### config.mk
export PLATFORM = sky130hd
export DESIGN_NAME = ppc_fifo
export DESIGN_NICKNAME = d
export VERILOG_FILES = /design/src/sv/polygon_plane_clipper_assert.svh /design/src/sv/ppc_pkg.sv /design/src/sv/ppc_fifo.sv
export SDC_FILE = /design/constraint.sdc
export NUM_CORES = 1
export LEC_CHECK = 0
export ABC_AREA = 1
export ABC_CLOCK_PERIOD_IN_PS = 15850
export BUFFER_PORTS_ARGS = -buffer_cell sky130_fd_sc_hd__buf_4
export CAP_MARGIN = 20
export CORE_AREA = 2 2 235 237
export CTS_CLUSTER_DIAMETER = 50
export DETAILED_ROUTE_END_ITERATION = 6
export DIE_AREA = 0 0 237 239
export GPL_TIMING_DRIVEN = 0
export PLACE_DENSITY = 0.63
export SYNTH_ARGS = -nofsm -noshare
export SYNTH_HDL_FRONTEND = slang
export SYNTH_SLANG_ARGS = --single-unit
### constraint.sdc
create_clock -name i_clk -period 15.85 [get_ports i_clk]
set_input_delay 0 -clock i_clk [delete_from_list [all_inputs] [get_ports i_clk]]
set_output_delay 0 -clock i_clk [all_outputs]
set_load 0.1 [all_outputs]
### src/sv/polygon_plane_clipper_assert.svh
// ----------------------------------------------------------------------------
// polygon plane clipper assertion macros
// shared property wrappers on i_clk with synchronous active-low reset
// ----------------------------------------------------------------------------
`ifndef POLYGON_PLANE_CLIPPER_ASSERT_SVH
`define POLYGON_PLANE_CLIPPER_ASSERT_SVH

// same-cycle implication
`define PPC_ASSERT_IMPL(lbl, ante, cons, msg) \
    lbl: assert property (@(posedge i_clk) disable iff (!i_rst_n) (ante) |-> (cons)) \
        else $error(msg);

// next-cycle implication
`define PPC_ASSERT_NEXT(lbl, ante, cons, msg) \
    lbl: assert property (@(posedge i_clk) disable iff (!i_rst_n) (ante) |=> (cons)) \
        else $error(msg);

`endif

### src/sv/ppc_pkg.sv
// ----------------------------------------------------------------------------
// ppc_pkg
// types, widths and helpers shared by the plane clipper modules
// ----------------------------------------------------------------------------
`default_nettype none
package ppc_pkg;

    localparam int CW = 32;           // coordinate width
    localparam int DW = 52;           // signed distance width
    localparam int NW = 53;           // divisor width (sum of two magnitudes)
    localparam int KW = 32;           // interpolation factor width
    localparam int QDEPTH = 2;        // job queue depth
    localparam int QAW = 1;           // queue pointer width

    localparam logic [2:0] CFG_NX  = 3'd0;
    localparam logic [2:0] CFG_NY  = 3'd1;
    localparam logic [2:0] CFG_NZ  = 3'd2;
    localparam logic [2:0] CFG_OFF = 3'd3;
    localparam logic [2:0] CFG_EPS = 3'd4;

    localparam logic [1:0] JOB_VERT  = 2'd0;
    localparam logic [1:0] JOB_CROSS = 2'd1;
    localparam logic [1:0] JOB_MARK  = 2'd2;

    typedef struct packed {
        logic signed [17:0] nx;
        logic signed [17:0] ny;
        logic signed [17:0] nz;
        logic signed [31:0] off;
        logic        [15:0] eps;
    } t_cfg;

    typedef struct packed {
        logic [1:0]          kind;
        logic                eop;
        logic [CW-1:0]       px;
        logic [CW-1:0]       py;
        logic [CW-1:0]       pz;
        logic [CW-1:0]       qx;
        logic [CW-1:0]       qy;
        logic [CW-1:0]       qz;
        logic [DW-1:0]       num;
        logic [NW-1:0]       den;
    } t_job;

    function automatic logic [DW-1:0] f_mag(input logic signed [DW-1:0] d);
        f_mag = d[DW-1] ? DW'(-d) : DW'(d);
    endfunction

    function automatic logic f_on(input logic signed [DW-1:0] d, input logic [15:0] eps);
        logic [DW-1:0] thr;
        thr = DW'({eps, 16'h0000});
        f_on = (d == '0) || (f_mag(d) < thr);
    endfunction

    function automatic logic f_pos(input logic signed [DW-1:0] d);
        f_pos = !d[DW-1] && (d != '0);
    endfunction

    function automatic logic f_cross(input logic signed [DW-1:0] da,
                                     input logic signed [DW-1:0] db,
                                     input logic [15:0] eps);
        f_cross = !f_on(da, eps) && !f_on(db, eps) && (f_pos(da) != f_pos(db));
    endfunction

endpackage
`default_nettype wire

### src/sv/ppc_fifo.sv
// ----------------------------------------------------------------------------
// ppc_fifo
// short job queue between the classifier and the clipping engine
// ----------------------------------------------------------------------------
`default_nettype none
module ppc_fifo
    import ppc_pkg::*;
(
    input  wire logic i_clk,
    input  wire logic i_rst_n,
    input  wire logic i_push,
    input  t_job      i_data,
    output logic      o_full,
    input  wire logic i_pop,
    output logic      o_empty,
    output t_job      o_data
);
    t_job            r_mem [QDEPTH];
    logic [QAW-1:0]  r_wp;
    logic [QAW-1:0]  r_rp;
    logic [QAW:0]    r_cnt;

    assign o_full  = (r_cnt == (QAW+1)'(QDEPTH));
    assign o_empty = (r_cnt == '0);
    assign o_data  = r_mem[r_rp];

    always_ff @(posedge i_clk) begin
        if (i_push && !o_full) begin
            r_mem[r_wp] <= i_data;
        end
    end

    always_ff @(posedge i_clk) begin
        if (!i_rst_n) begin
            r_wp  <= '0;
            r_rp  <= '0;
            r_cnt <= '0;
        end else begin
            if (i_push && !o_full) begin
                r_wp <= r_wp + 1'b1;
            end
            if (i_pop && !o_empty) begin
                r_rp <= r_rp + 1'b1;
            end
            r_cnt <= r_cnt + (QAW+1)'(i_push && !o_full) - (QAW+1)'(i_pop && !o_empty);
        end
    end
endmodule
`default_nettype wire

==> results.md <==
* Vias in the first global route at 14100
* Crit Path Max Fanout at 31
* Status: finished clean
* Final Critical Period at between 2000 and 3000 ps
* CORE AREA at 54300 sq um
* Routed Antenna Nets at 0
* CTS tree: yes
* Maximum vdd drop at 0.185 mV
* Setup Buffers After CTS at 0
* Die span in y at roughly 240 um
* Synthesized area at 22100 sq um
* CP delay by family, top: buffers and inverters
* Worst Skew at 19.2 ps
* CTS root buf: clkbuf_16
* Worst reg-to-reg path cell count at 10
* Port-buffer cells at roughly 600
* Clock buffer depth at 3
* CP Data Arrival Time at 3150 ps
* Setup TNS at 0 ps
* Crit path cell chain: inv_1, nand2_1, nand2_1, nor2_4, buf_12, buf_12, buf_12, buf_12, buf_12, buf_12
* Vias at 12700
* Cell variety after synth at 11
* Critical R2R Launch: r_cnt[0]
* Routability cong. at just under 0.8
* Synth top area share at 81.6%
* P&R area growth vs syn at 49.9%
* Max Slew Vio Count at 0
* Worst hold path type: in -> reg
* First-pass GRT wire length at between 80 and 90 mm
* Min-delay src: i_data[53]
* Seq cells post-synth at 605
* Grt total ovfl at 0
* Nets at 2269
* Post-route clock period utilization at a little under a fifth
* Worst Path Required at 16130 ps
* RSZ-0062 raised after global routing: no
* Die footprint at 56600 sq um
* Tot GR Track Use at 19.4%
* Final setup vio count at 0
* Pre-antenna DRT Iters at 6
* Fmax at ~350 MHz
* Initial antenna violation count at 1
* Layout cells sized above 1 at 52.3%
* Max-Cap Viols at 0
* Clock-pin slew on the worst setup and hold paths at roughly 60 ps
* Worst path bufs/invs at 7
* CTS Buf Count at 69
* Placed cell count at 2293
* Post-route DRC violation count at 0
* Initial Utilization at 40.7%
* Avg WL per Cell at 20.6 um
* CP Class: reg -> reg
* Iter 0 DRT Violations at 702
* Hold Vio Cnt, Final at 0
* Min Hold Slack at 121 ps
* H-Tree Depth at 3
* IO Pins at about 600
* Worst-Margin Slew at approximately 760 ps
* Worst hold stages at 2
* Synth Warn # at 0
* Post-DP HPWL at 37.3 mm
* Critical Path Sink Type: flop
* Power Density at 200 nW/um^2
* DIE WIDTH at 237 um
* Cell taking the most area after synthesis: edfxtp_1
* Pleak at between 10 and 15 nW
* CTS sink cnt at 605
* Post-synthesis sequential area ratio at 82.0%
* CP max stage delay at between 500 and 600 ps
* Largest cells by area after synthesis: edfxtp_1 82%, mux2_2 15%, clkbuf_8 1.9%
* Slowest cell on the critical path: nor2_4
* Vias per cell at 4.68
* Clk Latency, worst-skew pair at 600 ps
* Crit-path most repeated cell: buf_12
* Post-Syn Nets at roughly 1300
* Total Wirelength at 56.2 mm
* Fin cells at 2720
* Reg2reg setup slack at 12980 ps
* Synth Instances at 971
* Avg Inst Size Synth at 22.7 sq um
* Startpoint types: flop
* Reg2reg end: r_mem[0][236]
* Num rows at 86
* Pin count of the biggest net entering global routing at 118
* Hold Path Sink: r_mem[0][53]
* Max_slew headroom at approximately 50%
## worst reg2reg max path, stage by stage, from the launching register on
cell     delay, ps
dfxtp_1        360
inv_1           70
nand2_1        120
nand2_1        130
nor2_4         510
buf_12         270
buf_12         220
buf_12         220
buf_12         210
buf_12         200
buf_12         250
## repair_timing
action	CTS	global route
hold buffers	303	0
gates resized for setup	0	0
endpoints found under the hold margin	620	0
## logic make-up after synthesis
| kind of cell | synth area share, % |
|---|---|
| fa+ha+maj | 0.113 |
| simple gates | 0.357 |
| flops | 82.0 |
| compound gates | 0.0453 |
| mux | 15.3 |
| buf+inv | 2.18 |
## cell usage after synthesis
cell type / count
nand3_1: 3
nor2_1: 8
ha_1: 2
nand2_1: 9
a21oi_1: 2
mux2_2: 300
clkbuf_8: 30
dfxtp_1: 5
inv_1: 9
edfxtp_1: 600
buf_6: 3
## report_power, final
part,internal [mW],switching (mW)
clock,0.938,0.641
combinational,0.712,2.25
sequential,2.03,0.0479
total,3.68,2.94
## through the flow
stage / total power [mW] / utilization (%) / instance area, sq um / setup slack [ps]
floorplan: 4.45 / - / 22100 / 1900
global placement: 5.14 / 50.6 / 27500 / -5940
detailed placement: 5.01 / 51.2 / 27800 / 12930
CTS: 6.67 / 60.9 / 33100 / 12940
global route: 6.82 / 60.9 / 33100 / 12780
finish: 6.62 / 60.9 / 33100 / 12980
## per-layer routing
layer | track usage (%) | wire [um] | up-vias
met5 | 0 | 0 | -
met4 | 8.17 | 1910 | 0
met3 | 5.33 | 3700 | 108
met2 | 34.7 | 29700 | 441
met1 | 21.8 | 20800 | 6318
li1 | - | - | 5863
## registers in the layout (all words and copies together) (netlist names), named ones only
name	count
r_mem	600
r_cnt	2
r_wp	1
r_rp	1
## layout make-up
cell class                 instances  area [sq um]
sequential                       605         18100
clock inverter                    39           463
inverter                           9          41.3
antenna                            1          2.50
clock buffer                      84          1800
buffer                            33           447
tap                              704           881
multi-input combinational        324          3500
timing repair buffer             921          7850
fill                            3842         21200
## worst max-delay path by stage
stage             start            end  slack [ps]  depth (start not counted)
4_1_cts        r_cnt[0]  r_mem[0][236]       12940                         10
5_1_grt        r_cnt[0]  r_mem[0][206]       12780                         10
6_report       r_cnt[0]  r_mem[0][236]       12980                         10
2_1_floorplan  r_cnt[0]    r_mem[0][0]        1900                          4
3_3_place_gp   r_cnt[0]  r_mem[0][202]       -5940                          4
3_5_place_dp   r_cnt[0]  r_mem[0][202]       12930                         10
## cells in the final DEF, fill, tap and decap left out
cell type        n
edfxtp_1       600
clkbuf_8        30
diode_2          1
nor2_1           7
clkinv_4         3
clkinv_2         9
buf_12          11
nor2_4           1
buf_6            3
inv_16           1
a21oi_1          2
inv_8            2
inv_6            4
dfxtp_1          5
mux2_2         300
clkinv_1         8
buf_16           2
clkinvlp_4       3
bufinv_16        7
dlygate4sd3_1  303
clkbuf_16       70
nand2_1          9
nand3_1          3
inv_1            8
buf_4          605
clkinv_8         2
clkinv_16        1
ha_1             2
clkbuf_1        14
(Power assumes the default switching activity.)
