===== src/sv/polygon_plane_clipper_assert.svh =====
// ----------------------------------------------------------------------------
// polygon plane clipper assertion macros
// shared property wrappers on i_clk with synchronous active-low reset
// ----------------------------------------------------------------------------
`ifndef POLYGON_PLANE_CLIPPER_ASSERT_SVH
`define POLYGON_PLANE_CLIPPER_ASSERT_SVH

// same-cycle implication
`define PPC_ASSERT_IMPL(lbl, ante, cons, msg) \
    lbl: assert property (@(posedge i_clk) disable iff (!i_rst_n) (ante) |-> (cons)) \
        else $error(msg);

// next-cycle implication
`define PPC_ASSERT_NEXT(lbl, ante, cons, msg) \
    lbl: assert property (@(posedge i_clk) disable iff (!i_rst_n) (ante) |=> (cons)) \
        else $error(msg);

`endif


===== src/sv/ppc_pkg.sv =====
// ----------------------------------------------------------------------------
// ppc_pkg
// types, widths and helpers shared by the plane clipper modules
// ----------------------------------------------------------------------------
`default_nettype none
package ppc_pkg;

    localparam int CW = 32;           // coordinate width
    localparam int DW = 52;           // signed distance width
    localparam int NW = 53;           // divisor width (sum of two magnitudes)
    localparam int KW = 32;           // interpolation factor width
    localparam int QDEPTH = 2;        // job queue depth
    localparam int QAW = 1;           // queue pointer width

    localparam logic [2:0] CFG_NX  = 3'd0;
    localparam logic [2:0] CFG_NY  = 3'd1;
    localparam logic [2:0] CFG_NZ  = 3'd2;
    localparam logic [2:0] CFG_OFF = 3'd3;
    localparam logic [2:0] CFG_EPS = 3'd4;

    localparam logic [1:0] JOB_VERT  = 2'd0;
    localparam logic [1:0] JOB_CROSS = 2'd1;
    localparam logic [1:0] JOB_MARK  = 2'd2;

    typedef struct packed {
        logic signed [17:0] nx;
        logic signed [17:0] ny;
        logic signed [17:0] nz;
        logic signed [31:0] off;
        logic        [15:0] eps;
    } t_cfg;

    typedef struct packed {
        logic [1:0]          kind;
        logic                eop;
        logic [CW-1:0]       px;
        logic [CW-1:0]       py;
        logic [CW-1:0]       pz;
        logic [CW-1:0]       qx;
        logic [CW-1:0]       qy;
        logic [CW-1:0]       qz;
        logic [DW-1:0]       num;
        logic [NW-1:0]       den;
    } t_job;

    function automatic logic [DW-1:0] f_mag(input logic signed [DW-1:0] d);
        f_mag = d[DW-1] ? DW'(-d) : DW'(d);
    endfunction

    function automatic logic f_on(input logic signed [DW-1:0] d, input logic [15:0] eps);
        logic [DW-1:0] thr;
        thr = DW'({eps, 16'h0000});
        f_on = (d == '0) || (f_mag(d) < thr);
    endfunction

    function automatic logic f_pos(input logic signed [DW-1:0] d);
        f_pos = !d[DW-1] && (d != '0);
    endfunction

    function automatic logic f_cross(input logic signed [DW-1:0] da,
                                     input logic signed [DW-1:0] db,
                                     input logic [15:0] eps);
        f_cross = !f_on(da, eps) && !f_on(db, eps) && (f_pos(da) != f_pos(db));
    endfunction

endpackage
`default_nettype wire


===== src/sv/ppc_back.sv =====
// ----------------------------------------------------------------------------
// ppc_back
// runs queued jobs: restoring divide, interpolation, output register
// ----------------------------------------------------------------------------
`default_nettype none
`include "polygon_plane_clipper_assert.svh"
module ppc_back
    import ppc_pkg::*;
(
    input  wire logic        i_clk,
    input  wire logic        i_rst_n,
    input  wire logic        i_empty,
    input  t_job             i_job,
    output logic             o_pop,
    output logic             o_valid,
    input  wire logic        i_ready,
    output logic [31:0]      o_out_x,
    output logic [31:0]      o_out_y,
    output logic [31:0]      o_out_z,
    output logic             o_out_valid,
    output logic             o_end_of_polygon
);
    localparam logic [2:0] B_IDLE = 3'd0;
    localparam logic [2:0] B_DIV  = 3'd1;
    localparam logic [2:0] B_MUL  = 3'd2;
    localparam logic [2:0] B_ADD  = 3'd3;
    localparam logic [2:0] B_OUT  = 3'd4;
    localparam logic [4:0] DIV_LAST = 5'(KW - 1);

    logic [2:0]        r_state;
    t_job              r_job;
    logic [4:0]        r_cnt;
    logic [NW-1:0]     r_rem;
    logic [KW-1:0]     r_k;
    logic [1:0]        r_c;
    logic [48:0]       r_hi, r_lo;
    logic              r_neg;
    logic [CW-1:0]     r_res [3];
    logic              r_rv;
    logic              r_ov;

    logic [NW:0]       w_t;
    logic [CW-1:0]     w_p, w_q;
    logic signed [32:0] w_delta;
    logic [32:0]       w_a;
    logic [49:0]       w_sum;
    logic              w_load;

    assign o_pop   = (r_state == B_IDLE) && !i_empty;
    assign o_valid = r_ov;
    assign w_load  = (r_state == B_OUT) && (!r_ov || i_ready);
    assign w_t     = {r_rem, 1'b0};

    always_comb begin
        case (r_c)
            2'd0:    begin w_p = r_job.px; w_q = r_job.qx; end
            2'd1:    begin w_p = r_job.py; w_q = r_job.qy; end
            default: begin w_p = r_job.pz; w_q = r_job.qz; end
        endcase
    end
    assign w_delta = $signed({w_q[CW-1], w_q}) - $signed({w_p[CW-1], w_p});
    assign w_a     = w_delta[32] ? 33'(-w_delta) : 33'(w_delta);
    // low partial product is truncated before the sum
    assign w_sum   = 50'(r_hi) + 50'(r_lo >> 16);

    always_ff @(posedge i_clk) begin
        if (!i_rst_n) begin
            r_state <= B_IDLE;
            r_ov    <= 1'b0;
        end else begin
            if (w_load) begin
                r_ov <= 1'b1;
            end else if (i_ready) begin
                r_ov <= 1'b0;
            end
            case (r_state)
                B_IDLE: begin
                    if (!i_empty) begin
                        r_job <= i_job;
                        r_rem <= NW'(i_job.num);
                        r_k   <= '0;
                        r_cnt <= '0;
                        r_c   <= '0;
                        r_rv  <= (i_job.kind != JOB_MARK);
                        if (i_job.kind == JOB_CROSS) begin
                            r_state <= B_DIV;
                        end else begin
                            if (i_job.kind == JOB_VERT) begin
                                r_res[0] <= i_job.px;
                                r_res[1] <= i_job.py;
                                r_res[2] <= i_job.pz;
                            end else begin
                                r_res[0] <= '0;
                                r_res[1] <= '0;
                                r_res[2] <= '0;
                            end
                            r_state <= B_OUT;
                        end
                    end
                end
                B_DIV: begin
                    if (w_t >= (NW+1)'(r_job.den)) begin
                        r_rem <= NW'(w_t - (NW+1)'(r_job.den));
                        r_k   <= {r_k[KW-2:0], 1'b1};
                    end else begin
                        r_rem <= NW'(w_t);
                        r_k   <= {r_k[KW-2:0], 1'b0};
                    end
                    r_cnt <= r_cnt + 1'b1;
                    if (r_cnt == DIV_LAST) begin
                        r_state <= B_MUL;
                    end
                end
                B_MUL: begin
                    r_hi    <= 49'(w_a) * 49'(r_k[31:16]);
                    r_lo    <= 49'(w_a) * 49'(r_k[15:0]);
                    r_neg   <= w_delta[32];
                    r_state <= B_ADD;
                end
                B_ADD: begin
                    r_res[r_c] <= r_neg ? (w_p - w_sum[47:16]) : (w_p + w_sum[47:16]);
                    if (r_c == 2'd2) begin
                        r_state <= B_OUT;
                    end else begin
                        r_c     <= r_c + 1'b1;
                        r_state <= B_MUL;
                    end
                end
                B_OUT: begin
                    if (w_load) begin
                        r_state <= B_IDLE;
                    end
                end
                default: r_state <= B_IDLE;
            endcase
        end
    end

    always_ff @(posedge i_clk) begin
        if (w_load) begin
            o_out_x          <= r_res[0];
            o_out_y          <= r_res[1];
            o_out_z          <= r_res[2];
            o_out_valid      <= r_rv;
            o_end_of_polygon <= r_job.eop;
        end
    end

    `PPC_ASSERT_IMPL(a_marker_ends, o_valid && !o_out_valid, o_end_of_polygon, "empty marker without end flag")
    `PPC_ASSERT_NEXT(a_div_done, (r_state == B_DIV) && (r_cnt == DIV_LAST), r_state == B_MUL, "divide did not finish after full count")
    `PPC_ASSERT_NEXT(a_out_load, w_load, r_ov && (r_state == B_IDLE), "result not loaded into output register")
endmodule
`default_nettype wire


===== config.mk =====
export PLATFORM = sky130hd
export DESIGN_NAME = ppc_back
export DESIGN_NICKNAME = d
export VERILOG_FILES = /design/src/sv/ppc_pkg.sv /design/src/sv/ppc_back.sv
export VERILOG_INCLUDE_DIRS = /design/src /design/src/sv
export SDC_FILE = /design/constraint.sdc
export NUM_CORES = 2
export LEC_CHECK = 0
export BUFFER_PORTS_ARGS = -buffer_cell sky130_fd_sc_hd__clkbuf_2
export CAP_MARGIN = 30
export CELL_PAD_IN_SITES_DETAIL_PLACEMENT = 1
export CELL_PAD_IN_SITES_GLOBAL_PLACEMENT = 2
export CORE_MARGIN = 10
export CORE_UTILIZATION = 45
export CTS_BUF_LIST = sky130_fd_sc_hd__clkbuf_8 sky130_fd_sc_hd__clkbuf_16
export CTS_CLUSTER_SIZE = 14
export DETAILED_ROUTE_END_ITERATION = 10
export MAX_ROUTING_LAYER = met4
export PLACE_DENSITY = 0.95
export SKIP_CTS_REPAIR_TIMING = 1
export SYNTH_ARGS = -nofsm -noshare
export SYNTH_HDL_FRONTEND = slang
export SYNTH_SLANG_ARGS = --single-unit

===== constraint.sdc =====
create_clock -name i_clk -period 30.4 [get_ports i_clk]
set_input_delay 0 -clock i_clk [delete_from_list [all_inputs] [get_ports i_clk]]
set_output_delay 0 -clock i_clk [all_outputs]
set_load 0.02 [all_outputs]

==> results.py <==
metrics = {
    "synthesis": {
        "yosysTopAreaCellShare": 0.290,
        "synth_edf_count": 615,
        "synth_most_common_cell": "inv_1",
        "yosysSeqAreaShare": 0.291,
        "ys_async_sr_fraction": 0,
        "ys_ff_latch": 619,
        "yosysTopAreaCell": "edfxtp_1",
        "yosysWarnings": 0,
        "synthTopCellsByCount": "inv_1, fa_1, nand2_1",
        "syn-mean-instance-area_um2": 10.1,
        "syn_nets": 7877,
        "synthFlopType": "edfxtp_1",
        "syn_area_mm2": 0.0637,
        "ys_top_cells_by_area": "edfxtp_1, fa_1, ha_1, inv_1, nand2_1",
        "synth_cell_type_count": 99,
        "syn_inst": 6329,
    },
    "worst_setup_path": {
        "critPathLaunchType": "flop",
        "cpPeakStageDelay_ps": 600,
        "critical_path.max_fanout": 40,
        "crit_slowest_cell": "a211oi_1",
        "critPathCaptureType": "flop",
        "r2r_start": "r_c[0]",
        "crit_start": "r_c[0]",
        "cp.required_ps": 30820,
        "arrival_ps": 14260,
        "critPathKind": "reg -> reg",
        "crit_path_frequent_cell": "fa_1",
    },
    "clock_tree": {
        "cts-root-buf": "clkbuf_16",
        "cts.clk_slew.worst_paths_ps": 70,
        "tritoncts": "built",
        "clk_path_buf_depth": 3,
        "clk_latency_ps": 700,
        "cts_buffers": 73,
        "cts_sinks": 619,
        "htreeDepth": 3,
    },
    "global_routing": {
        "antenna_found_initial": 8,
        "grt_pass1_wl_um": 318000,
        "grt_max_degree": 98,
        "grt_pass1_vias": 53700,
        "gr-total-overflow": 0,
        "grt_use_total": 0.265,
    },
    "sta": {
        "final-setup-viol-count": 0,
        "slew_violations": 0,
        "rsz0062_at_grt": "no",
        "finalSetupTns_ps": 0,
        "fin_worst_skew_ps": 59.8,
        "hold_violations": 0,
        "period_share": 0.455,
        "fmax_mhz": 72.2,
        "period_needed_ps": 13840,
        "tightest_slew_ps": 1060,
        "slew-limit-headroom": 0.292,
    },
    "route": {
        "post_drt_wl_per_cell_um": 25.2,
        "route.detailed.drc": 0,
        "postRouteAntennaNets": 0,
        "drt-total-wl_um": 223000,
        "drtIter0Drc": 3881,
        "first_pass_iters": 5,
        "vias": 50300,
        "viasPerCell": 5.68,
    },
    "floorplan": {
        "start_util": 0.455,
        "dieArea_mm2": 0.157,
        "row_count": 137,
        "die-width_um": 396,
        "io_pins": 404,
        "die_h_um": 396,
        "core-area_mm2": 0.140,
    },
    "layout": {
        "fillers": 15400,
        "drive_above_1_share": 0.100,
        "fin_nets": 8458,
        "area_growth_pct": 15.4,
    },
    "worst_hold_path": {
        "hold_path.class": "in -> reg",
        "worstHoldStart": "i_job[164]",
    },
    "placement": {
        "dpl.hpwl_um": 156000,
        "port_buffers": 403,
        "gp_congestion": 0.906,
    },
    "job": {
        "cap_violations": 0,
    },
    "outcome": {
        "status": "completed",
    },
}
[worst paths after layout]
| kind | endpoint | slack, ps | depth (start not counted) |
|---|---|---|---|
| worst max-delay path | r_hi[47] | 16560 | 48 |
| worst min-delay path | r_job[164] | 20 | 2 |
| worst max register to register | r_hi[47] | 16560 | 48 |
| worst min register to register | o_out_z[26] | 420 | 0 |
[worst max-delay path: cells and delay by family, from the launching register on]
kind / cells / cell delay [ps]
adder cells (fa/ha/maj): 9 / 4020
AO/OA/AOI/OAI: 14 / 4070
flip-flops: 1 / 400
buffers and inverters: 7 / 1460
AND/OR/NAND/NOR: 15 / 2860
XOR/XNOR: 3 / 680
[state kept, by name, summed over array words and instances, names as in the netlist, 2 cells and up]
signal and cells:
o_out_x 32, r_cnt 5, r_lo 33, r_job 246, o_out_z 32, r_state 3, r_c 2, r_k 32
r_hi 48, r_res 96, r_rem 53, o_out_y 32
[cells in the final DEF (no fill, tap or decap), drive strengths merged, types with 12 or more instances in the layout]
master and instances:
inv 1074, fa 865, nand2 845, edfxtp 615, clkbuf 476, and2 455
ha 379, a21oi 321, dlygate4sd3 304, nor2 224, xnor2 164, a21o 160
o21ai 136, a22o 102, buf 100, xor2 94, nor2b 62, nand3 48
a31oi 42, nand2b 38, and3 38, nor3 35, a22oi 32, clkinv 29
nand4 28, o21a 28, o21bai 28, a211oi 27, or2 13, nor4 12
o31ai 12
[layout make-up]
class,instances,area [µm²],share of cell area
clock buffers,73,1830,0.0249
inverters,1054,3960,0.0538
diodes,7,17.5,0.000238
repair buffers,807,5890,0.0802
flip-flops and latches,619,18500,0.252
clock inverters,58,579,0.00788
well taps,1876,2350,0.0319
multi-input cells,4355,40300,0.549
[layer usage]
metal	part of all wire	wire, µm	global-route usage
met1	0.39	86400	0.323
met4	0.038	8480	0.0786
met2	0.50	112000	0.457
met3	0.070	15600	0.0385
met5	0	0	-
[logic make-up (layout without fill, tap and decap cells)]
family	after synthesis	count (layout)	share of synthesized area
DFF	619	619	0.291
adders and majority gates	1250	1250	0.347
xor gates and xnor gates	258	258	0.0356
and+or+nand+nor	1849	1849	0.140
AOI/OAI and AO/OA	987	987	0.104
buffers and inverters	1355	1992	0.0803
other	0	7	0
muxes	11	11	0.00177
[through the flow]
stage	worst slack (ps)	hold WS, ps	cell area (µm²)	util	cells
final	16560	20.8	73500	0.525	8849
after global routing	15700	9.60	73500	0.525	8848
after CTS	16740	-557	70300	0.502	8533
after detailed placement	16820	179	67900	0.485	8402
after global placement	17100	178	67900	0.485	8402
after floorplan	9670	98.9	63700	-	6329
Power is left out: the tool's default activity adds up to more than one toggle a clock period on the data nets, which glitch-free logic cannot reach.
